===== src/rtl/dht_pkg.sv =====
`timescale 1ns / 1ps
`default_nettype none
// ----------------------------------------------------------------------------
// dht_pkg
// Shared types, widths and codes of the double hash table.
// ----------------------------------------------------------------------------
package dht_pkg;

  localparam int KEY_W       = 31;
  localparam int CMD_W       = 2;
  localparam int STATUS_W    = 3;
  localparam int SLOT_OUT_W  = 4;
  localparam int SIZE_W      = 5;
  localparam int PRIME_W     = 4;
  localparam int CFG_IDX_W   = 1;
  localparam int CFG_DATA_W  = 5;
  localparam int S_TDATA_W   = 40;
  localparam int M_TDATA_W   = 8;

  localparam int DEFAULT_CAPACITY = 16;

  localparam logic [SIZE_W-1:0]  RESET_TABLE_SIZE = 5'd10;
  localparam logic [PRIME_W-1:0] RESET_STEP_PRIME = 4'd7;

  localparam logic [CFG_IDX_W-1:0] CFG_TABLE_SIZE = 1'b0;
  localparam logic [CFG_IDX_W-1:0] CFG_STEP_PRIME = 1'b1;

  typedef enum logic [CMD_W-1:0] {
    CMD_INSERT = 2'd0,
    CMD_SEARCH = 2'd1,
    CMD_DELETE = 2'd2
  } cmd_t;

  typedef enum logic [STATUS_W-1:0] {
    STS_INSERTED  = 3'd0,
    STS_FULL      = 3'd1,
    STS_FOUND     = 3'd2,
    STS_NOT_FOUND = 3'd3,
    STS_DELETED   = 3'd4
  } status_t;

  typedef enum logic [1:0] {
    MARK_EMPTY   = 2'd0,
    MARK_USED    = 2'd1,
    MARK_DELETED = 2'd2
  } mark_t;

  typedef enum logic [2:0] {
    ST_CLEAR,
    ST_IDLE,
    ST_HASH,
    ST_REDUCE,
    ST_PROBE,
    ST_EVAL,
    ST_FINISH
  } state_t;

  typedef struct packed {
    mark_t             mark;
    logic [KEY_W-1:0]  key;
  } entry_t;

  typedef struct packed {
    logic [SIZE_W-1:0]  h1;
    logic [PRIME_W-1:0] rp;
  } hash_t;

endpackage : dht_pkg
`default_nettype wire


===== src/rtl/dht_hash_unit.sv =====
`timescale 1ns / 1ps
`default_nettype none
// ----------------------------------------------------------------------------
// dht_hash_unit
// Bit-serial reduction of a key by table size and step prime, one key bit
// per cycle for both moduli at once.
// ----------------------------------------------------------------------------
module dht_hash_unit
  import dht_pkg::*;
(
  input  wire logic                clk,
  input  wire logic                rst,
  input  wire logic                start,
  input  wire logic [KEY_W-1:0]    key,
  input  wire logic [SIZE_W-1:0]   size,
  input  wire logic [PRIME_W-1:0]  prime,
  output logic                     done,
  output hash_t                    hash
);

  logic                busy;
  logic [SIZE_W-1:0]   cnt;
  logic [KEY_W-1:0]    key_sr;
  logic [SIZE_W-1:0]   rem_s;
  logic [PRIME_W-1:0]  rem_p;
  logic [SIZE_W:0]     t_s;
  logic [PRIME_W:0]    t_p;
  logic [SIZE_W-1:0]   rem_s_next;
  logic [PRIME_W-1:0]  rem_p_next;

  always_comb begin
    t_s = {rem_s, key_sr[KEY_W-1]};
    t_p = {rem_p, key_sr[KEY_W-1]};
    if (t_s >= {1'b0, size}) begin
      rem_s_next = SIZE_W'(t_s - {1'b0, size});
    end else begin
      rem_s_next = SIZE_W'(t_s);
    end
    if (t_p >= {1'b0, prime}) begin
      rem_p_next = PRIME_W'(t_p - {1'b0, prime});
    end else begin
      rem_p_next = PRIME_W'(t_p);
    end
  end

  always_ff @(posedge clk) begin
    if (rst) begin
      busy <= 1'b0;
      done <= 1'b0;
      cnt  <= '0;
    end else begin
      done <= 1'b0;
      if (start) begin
        busy <= 1'b1;
        cnt  <= '0;
      end else if (busy) begin
        cnt <= cnt + 1'b1;
        if (cnt == SIZE_W'(KEY_W - 1)) begin
          busy <= 1'b0;
          done <= 1'b1;
        end
      end
    end
  end

  always_ff @(posedge clk) begin
    if (start) begin
      key_sr <= key;
      rem_s  <= '0;
      rem_p  <= '0;
    end else if (busy) begin
      key_sr <= key_sr << 1;
      rem_s  <= rem_s_next;
      rem_p  <= rem_p_next;
    end
  end

  assign hash.h1 = rem_s;
  assign hash.rp = rem_p;

  a_done_after_busy: assert property (@(posedge clk) disable iff (rst)
    done |-> $past(busy)) else $error("hash done without a running reduction");

  a_start_when_idle: assert property (@(posedge clk) disable iff (rst)
    start |-> !busy) else $error("hash start while busy");

  a_rem_in_range: assert property (@(posedge clk) disable iff (rst)
    busy |=> (rem_s < size)) else $error("size remainder out of range");

endmodule : dht_hash_unit
`default_nettype wire


===== src/rtl/double_hash_table_top.sv =====
`timescale 1ns / 1ps
`default_nettype none
// ----------------------------------------------------------------------------
// double_hash_table_top
// Open-addressing hash table with double hashing: insert, search, delete.
//
//   channel  | dir | payload
//   ---------+-----+---------------------------------------------------------
//   s_axis   | in  | request: command, key
//   m_axis   | out | result: status, slot_index
//   cfg      | in  | register write: index, data
//
// A request is worked through serial hashing of the key, reduction of the step
// below the table size, a probe and an evaluation state for each of up to
// table_size probes, and a finish state that loads the result; an unused
// command goes straight to the finish state. After reset a clearing pass writes
// every slot empty with requests held off. A stalled result waits in the output
// register while the next is worked on.
// ----------------------------------------------------------------------------
module double_hash_table_top
  import dht_pkg::*;
#(
  parameter int CAPACITY = DEFAULT_CAPACITY
) (
  input  wire logic                   clk,
  input  wire logic                   rst,
  input  wire logic                   s_tvalid,
  output logic                        s_tready,
  input  wire logic [S_TDATA_W-1:0]   s_tdata,    // [1:0] command, [32:2] key
  output logic                        m_tvalid,
  input  wire logic                   m_tready,
  output logic [M_TDATA_W-1:0]        m_tdata,    // [2:0] status, [6:3] slot_index
  input  wire logic                   cfg_valid,
  output logic                        cfg_ready,
  input  wire logic [CFG_IDX_W-1:0]   cfg_index,
  input  wire logic [CFG_DATA_W-1:0]  cfg_data
);

  localparam int IDX_W = $clog2(CAPACITY);
  localparam logic [SIZE_W-1:0] SIZE_MAX = SIZE_W'((CAPACITY < 31) ? CAPACITY : 31);
  localparam logic [IDX_W-1:0]  CLR_LAST = IDX_W'(CAPACITY - 1);

  state_t               state, state_next;
  logic [SIZE_W-1:0]    table_size;
  logic [PRIME_W-1:0]   step_prime;
  logic [SIZE_W-1:0]    eff_size;
  logic [PRIME_W-1:0]   eff_prime;

  cmd_t                 cmd_q;
  logic [KEY_W-1:0]     key_q;
  logic [SIZE_W-1:0]    size_q;
  logic [PRIME_W-1:0]   prime_q;
  logic [SIZE_W-1:0]    h2;
  logic [SIZE_W-1:0]    slot;
  logic [SIZE_W-1:0]    probe_cnt;
  status_t              status_q;
  logic [SIZE_W-1:0]    slot_res;
  logic [IDX_W-1:0]     clr_cnt;

  entry_t               mem [CAPACITY];
  entry_t               rd_entry;
  entry_t               wr_entry;
  logic [IDX_W-1:0]     slot_addr;
  logic [IDX_W-1:0]     wr_addr;
  logic                 mem_we;

  logic                 s_accept;
  logic [CMD_W-1:0]     in_cmd;
  logic [KEY_W-1:0]     in_key;
  logic                 in_cmd_ok;
  logic                 hash_start;
  logic                 hash_done;
  hash_t                hash;

  logic                 is_insert;
  logic                 eval_take;
  logic                 eval_match;
  logic                 eval_empty;
  logic                 eval_last;
  logic [SIZE_W:0]      slot_sum;
  logic [SIZE_W-1:0]    slot_adv;
  logic                 out_free;

  assign in_cmd    = s_tdata[CMD_W-1:0];
  assign in_key    = s_tdata[CMD_W+KEY_W-1:CMD_W];
  assign s_tready  = (state == ST_IDLE);
  assign s_accept  = s_tvalid && s_tready;
  assign cfg_ready = 1'b1;
  assign out_free  = !m_tvalid || m_tready;

  always_comb begin
    case (in_cmd)
      CMD_INSERT, CMD_SEARCH, CMD_DELETE: in_cmd_ok = 1'b1;
      default:                            in_cmd_ok = 1'b0;
    endcase
  end

  assign hash_start = s_accept && in_cmd_ok;

  always_comb begin
    if (table_size < SIZE_W'(2)) begin
      eff_size = SIZE_W'(2);
    end else if (table_size > SIZE_MAX) begin
      eff_size = SIZE_MAX;
    end else begin
      eff_size = table_size;
    end
    eff_prime = (step_prime == '0) ? PRIME_W'(1) : step_prime;
  end

  // configuration registers
  always_ff @(posedge clk) begin
    if (rst) begin
      table_size <= RESET_TABLE_SIZE;
      step_prime <= RESET_STEP_PRIME;
    end else if (cfg_valid && cfg_ready) begin
      unique case (cfg_index)
        CFG_TABLE_SIZE: table_size <= cfg_data;
        CFG_STEP_PRIME: step_prime <= cfg_data[PRIME_W-1:0];
        default: ;
      endcase
    end
  end

  dht_hash_unit u_hash (
    .clk   (clk),
    .rst   (rst),
    .start (hash_start),
    .key   (in_key),
    .size  (eff_size),
    .prime (eff_prime),
    .done  (hash_done),
    .hash  (hash)
  );

  // probe evaluation
  always_comb begin
    is_insert  = (cmd_q == CMD_INSERT);
    eval_take  = is_insert && (rd_entry.mark != MARK_USED);
    eval_match = !is_insert && (rd_entry.mark == MARK_USED) && (rd_entry.key == key_q);
    eval_empty = !is_insert && (rd_entry.mark == MARK_EMPTY);
    eval_last  = (probe_cnt == size_q - 1'b1);
    slot_sum   = {1'b0, slot} + {1'b0, h2};
    if (slot_sum >= {1'b0, size_q}) begin
      slot_adv = SIZE_W'(slot_sum - {1'b0, size_q});
    end else begin
      slot_adv = SIZE_W'(slot_sum);
    end
  end

  // slot memory
  assign slot_addr = IDX_W'(slot);
  assign wr_addr   = (state == ST_CLEAR) ? clr_cnt : slot_addr;

  always_comb begin
    mem_we   = 1'b0;
    wr_entry = '{mark: MARK_EMPTY, key: key_q};
    if (state == ST_CLEAR) begin
      mem_we = 1'b1;
    end else if (state == ST_EVAL) begin
      if (eval_take) begin
        mem_we   = 1'b1;
        wr_entry = '{mark: MARK_USED, key: key_q};
      end else if (eval_match && (cmd_q == CMD_DELETE)) begin
        mem_we   = 1'b1;
        wr_entry = '{mark: MARK_DELETED, key: key_q};
      end
    end
  end

  always_ff @(posedge clk) begin
    if (mem_we) begin
      mem[wr_addr] <= wr_entry;
    end
    rd_entry <= mem[slot_addr];
  end

  // state machine
  always_ff @(posedge clk) begin
    if (rst) begin
      state <= ST_CLEAR;
    end else begin
      state <= state_next;
    end
  end

  always_comb begin
    state_next = state;
    unique case (state)
      ST_CLEAR:  if (clr_cnt == CLR_LAST) state_next = ST_IDLE;
      ST_IDLE: begin
        if (s_accept) begin
          state_next = in_cmd_ok ? ST_HASH : ST_FINISH;
        end
      end
      ST_HASH:   if (hash_done) state_next = ST_REDUCE;
      ST_REDUCE: if (h2 < size_q) state_next = ST_PROBE;
      ST_PROBE:  state_next = ST_EVAL;
      ST_EVAL: begin
        if (eval_take || eval_match || eval_empty || eval_last) begin
          state_next = ST_FINISH;
        end else begin
          state_next = ST_PROBE;
        end
      end
      ST_FINISH: if (out_free) state_next = ST_IDLE;
      default:   state_next = ST_IDLE;
    endcase
  end

  always_ff @(posedge clk) begin
    if (rst) begin
      clr_cnt <= '0;
    end else if (state == ST_CLEAR) begin
      clr_cnt <= clr_cnt + 1'b1;
    end
  end

  // request datapath
  always_ff @(posedge clk) begin
    case (state)
      ST_IDLE: begin
        if (s_accept) begin
          cmd_q    <= cmd_t'(in_cmd);
          key_q    <= in_key;
          size_q   <= eff_size;
          prime_q  <= eff_prime;
          status_q <= STS_NOT_FOUND;
          slot_res <= '0;
        end
      end
      ST_HASH: begin
        if (hash_done) begin
          h2        <= SIZE_W'(prime_q - hash.rp);
          slot      <= hash.h1;
          probe_cnt <= '0;
        end
      end
      ST_REDUCE: begin
        if (h2 >= size_q) begin
          h2 <= h2 - size_q;
        end
      end
      ST_EVAL: begin
        if (eval_take) begin
          status_q <= STS_INSERTED;
          slot_res <= slot;
        end else if (eval_match) begin
          status_q <= (cmd_q == CMD_DELETE) ? STS_DELETED : STS_FOUND;
          slot_res <= slot;
        end else if (eval_empty || eval_last) begin
          status_q <= is_insert ? STS_FULL : STS_NOT_FOUND;
          slot_res <= '0;
        end else begin
          slot      <= slot_adv;
          probe_cnt <= probe_cnt + 1'b1;
        end
      end
      default: ;
    endcase
  end

  // output register
  always_ff @(posedge clk) begin
    if (rst) begin
      m_tvalid <= 1'b0;
    end else if ((state == ST_FINISH) && out_free) begin
      m_tvalid <= 1'b1;
    end else if (m_tready) begin
      m_tvalid <= 1'b0;
    end
  end

  always_ff @(posedge clk) begin
    if ((state == ST_FINISH) && out_free) begin
      m_tdata <= {1'b0, SLOT_OUT_W'(slot_res), status_q};
    end
  end

  a_write_states: assert property (@(posedge clk) disable iff (rst)
    mem_we |-> (state == ST_CLEAR || state == ST_EVAL))
    else $error("slot memory written outside clear or evaluation");

  a_probe_bound: assert property (@(posedge clk) disable iff (rst)
    (state == ST_EVAL) |-> (probe_cnt < size_q))
    else $error("probe count beyond table size");

  a_slot_range: assert property (@(posedge clk) disable iff (rst)
    (state == ST_PROBE) |-> (slot < size_q))
    else $error("probe slot beyond table size");

  a_result_source: assert property (@(posedge clk) disable iff (rst)
    $rose(m_tvalid) |-> ($past(state) == ST_FINISH))
    else $error("result raised outside finish");

endmodule : double_hash_table_top
`default_nettype wire

===== config.mk =====
export PLATFORM = sky130hd
export DESIGN_NAME = double_hash_table_top
export DESIGN_NICKNAME = d
export VERILOG_FILES = /design/src/rtl/dht_pkg.sv /design/src/rtl/dht_hash_unit.sv /design/src/rtl/double_hash_table_top.sv
export SDC_FILE = /design/constraint.sdc
export NUM_CORES = 1
export LEC_CHECK = 0
export BUFFER_PORTS_ARGS = -buffer_cell sky130_fd_sc_hd__buf_4
export CORE_MARGIN = 1
export CORE_UTILIZATION = 35
export DETAILED_ROUTE_END_ITERATION = 16
export GPL_ROUTABILITY_DRIVEN = 0
export PLACE_DENSITY = 0.49
export REMOVE_ABC_BUFFERS = 1
export SYNTH_ARGS = -nofsm -noshare
export SYNTH_HDL_FRONTEND = slang
export SYNTH_SLANG_ARGS = --single-unit

===== constraint.sdc =====
create_clock -name clk -period 4.9 [get_ports clk]
set_input_delay 0.98 -clock clk [delete_from_list [all_inputs] [get_ports clk]]
set_output_delay 0.98 -clock clk [all_outputs]
set_load 0.02 [all_outputs]

==> parameters.txt <==
Parameter                              Value

Status
  Status ... finished, final reports clean

Power and ir drop
  Net load switching power ... 2.63 mW
  Post-layout power ... 12.6 mW
  Power density relative to cell area ... between 300 and 400 nW/µm²
  Share of total power in the clock network ... approximately 45%
  Combinational share of power ... 3.2%
  Standby leakage power ... 10.6 nW
  Switching power share of the total ... between 20% and 30%
  Register share of total power ... 52.3%
  Cell-internal power ... between 9 and 10 mW
  VDD IR max ... 0.223 mV

Placed design
  Half-perimeter wire length after detailed placement ... around 34 mm
  Buffers on Ports ... 52

Worst setup path
  Type of destination of the critical path ... register
  Buffers and inverters on the worst path ... 1
  Capture point of the worst reg-to-reg path ... mem[8][0]
  Setup slack on the worst flop-to-flop path ... 1040 ps
  FF-to-FF Start ... key_q[0]
  Worst setup path category ... register to register
  Critical path peak fanout ... 27
  CP delay by family, top ... simple AND/OR/NAND/NOR gates
  Launching element type of the critical path ... register
  Slowest cell delay on critical path ... 610 ps
  Arrival time of data at the critical path endpoint ... 4100 ps
  CP max stage cell ... edfxtp_1
  Cells on worst reg2reg path ... 7
  CP Cell Sequence ... xnor2_1 > nand4_1 > nor4_2 > nand4_2 > o21a_4 > nor3_2 > buf_4
  Required time of the critical path ... 5140 ps

Cells and area
  Share of final-layout standard cells stronger than drive strength 1 ... about a quarter
  Area taken by flip-flops and latches ... about 20000 µm²
  Total of fill cells in the finished design ... slightly below 7k
  Multi-input gate area ... 6850 µm²
  Area overhead of the layout relative to synthesis ... 15.8%
  Fin util ... 41.0%
  Number of diodes ... 0
  # nets final ... 1637

Synthesis
  Netlist area before placement ... 27500 µm²
  Post-synth cell types ... 63
  Cell taking the most area after synthesis ... edfxtp_1
  Main synth FF type ... edfxtp_1
  Synth warn ... 0
  Synth Register Bits ... around 700
  Sequential fraction of the synthesis area ... 73.7%
  Top cells by count, synth ... edfxtp_1 (630), mux4_2 (165), nand2_1 (120)
  Synthesized area divided by synthesized cell count ... 19.1 µm²
  Cell types occupying the most area after synthesis ... edfxtp_1 (69%), mux4_2 (14%), dfxtp_1 (4.8%)
  Fraction of synthesized cell area taken by the top area cell type ... about 70%
  Number of enable-type register cells in the synthesized netlist ... 630
  Most frequent cell after synthesis ... edfxtp_1
  Post-synth ARST share ... 0%
  Cells after synthesis ... 1437

Floorplanning
  DIE WIDTH ... 282 µm
  Die span in y ... 282 µm
  Effective utilization at floorplan ... between 30% and 40%
  Total die area ... slightly below 80000 µm²
  Standard cell core area ... 77600 µm²
  IO Pins ... 62
  Cell row count ... 102

Timing
  Fraction of the cycle the final worst path needs ... 78.8%
  Finish-stage setup viols ... 0
  Shortest clock period the worst path allows after layout ... between 3000 and 4000 ps
  Transition time at the pin with the least slew margin ... 1260 ps
  Worst slew margin ... between 10% and 20%
  Number of failing hold endpoints at the final stage ... 0
  Worst Clk Skew ... 26.9 ps
  Max Fclk ... 259 MHz
  Max Slew Vio Count ... 0
  RSZ-0062 raised after global routing ... no

Clocking
  Num Clock Sinks ... roughly 700
  Htree depth ... 3
  Number of buffers on the longest clock path ... 3
  TritonCTS clock tree ... built
  Clock transition at the registers of the reported paths ... 50 ps
  Number of post-CTS setup repair buffers ... 0
  Insertion delay to the later sink of the worst-skew pair ... 630 ps
  Hold bufs inserted after CTS ... 0
  Clock root cell ... clkbuf_16
  Number of buffers created by CTS ... between 70 and 80
  Number of gates resized after CTS ... 0

Detailed routing
  Remaining number of nets flagged by the antenna check after routing ... 0
  Drt wl/cell ... 24.0 µm
  Overall via count from detail_route ... 13.4k
  Detailed-router iteration count before antenna repair ... 5
  Vias per std cell ... about 5
  Total wirelength of the detailed-routed design ... between 60 and 70 mm
  Post-detailed-route DRC marker count ... 0
  Count of routing violations after the opening detailed-route iteration ... 942

Min path
  Hold-critical path depth ... 0
  Worst min-delay path class ... register to register
  Startpoint of the lowest-slack hold path ... slot_res[1]
  Worst-case hold path end point ... m_tdata[4]

GRT
  Via count of the first global-routing pass ... 14.1k
  Wire length of the first global-routing pass ... 93.9 mm
  Global router's overall resource usage ... 16.4%
  Residual overflow from global routing ... 0
  Initial antenna violation count ... 0
  Largest net degree at the start of global routing ... between 100 and 150

Job
  Max_cap viols ... 0
area by class of cell:
type / instances / share of cell area [%]
Inverter: 41 / 0.484
Tap cell: 1040 / 4.09
Multi-Input combinational cell: 634 / 21.5
Clock buffer: 113 / 6.91
Sequential cell: 696 / 63.7
Clock inverter: 33 / 0.866
Timing Repair Buffer: 96 / 2.46
kinds of logic after synthesis:
family / Yosys count / share of synthesized area [%]
other: 2 / 0.0274
AOI/OAI and AO/OA: 109 / 2.65
DFF: 696 / 73.7
and+or+nand+nor: 251 / 4.24
xor gates and xnor gates: 57 / 1.82
adders and majority gates: 39 / 1.94
muxes: 176 / 13.9
buffers and inverters: 107 / 1.67
power by group through the flow:
stage                     logic, mW  clock network [mW]  registers, mW
after CTS                     0.408                5.74           6.58
after detailed placement      0.406                   0           6.70
after floorplan               0.239                   0           6.69
final                         0.400                5.59           6.58
after global placement        0.404                   0           6.70
after global routing          0.439                5.96           6.58
through the flow:
stage / setup slack (ps) / hold slack (ps) / TNS, ps / std cells / cell area, µm²
2_1_floorplan: -3510 / 400 / -1425090 / 1371 / 27200
3_3_place_gp: 1050 / 414 / 0 / 2507 / 29300
3_5_place_dp: 1010 / 405 / 0 / 2507 / 29300
4_1_cts: 985 / 419 / 0 / 2653 / 31800
5_1_grt: 838 / 432 / 0 / 2653 / 31800
6_report: 1040 / 418 / 0 / 2653 / 31800
how the worst max path moves through the flow:
| stage | from | end | cells after the start |
|---|---|---|---|
| floorplan | slot[0] | mem[1][0] | 3 |
| global placement | key_q[28] | mem[1][15] | 7 |
| detailed placement | key_q[28] | mem[8][27] | 7 |
| CTS | key_q[28] | mem[8][0] | 7 |
| global route | key_q[18] | mem[8][0] | 7 |
| finish | key_q[0] | mem[8][0] | 7 |
sequential cells by signal, summed over array words and instances, names as in the netlist, 7 cells and up:
signal         cells
mem              528
rd_entry          33
key_q             31
u_hash.key_sr     31
m_tdata            7
routing by layer:
layer  track usage (%)  routed length [µm]  vias to the layer above
li1                  -                   -                     5970
met1              22.4               28900                     7114
met2              27.3               31500                      209
met3              2.60                2030                       92
met4              4.10                1190                        0
met5                 0                   0                        -
placed cells by master, fill, tap and decap left out, types with 6 or more instances in the layout:
cell         n
nor2b_1     10
xnor2_1     38
nor3_2      17
clkbuf_16   80
mux4_2     165
o21ai_0     17
edfxtp_1   630
dfxtp_1     66
a31oi_1     13
nor3_1      11
nand2_1    119
fa_1         6
nor2_1      44
ha_1        33
clkinv_1    13
nand4_1     10
a211oi_1     8
mux2i_1     10
a21o_1      10
buf_4       91
inv_1       40
a21oi_1     23
clkinv_2    13
clkbuf_1    26
xor2_1      19
nand2b_1     6
clkbuf_8     7
Note: power is estimated with default switching activity, not from simulation.
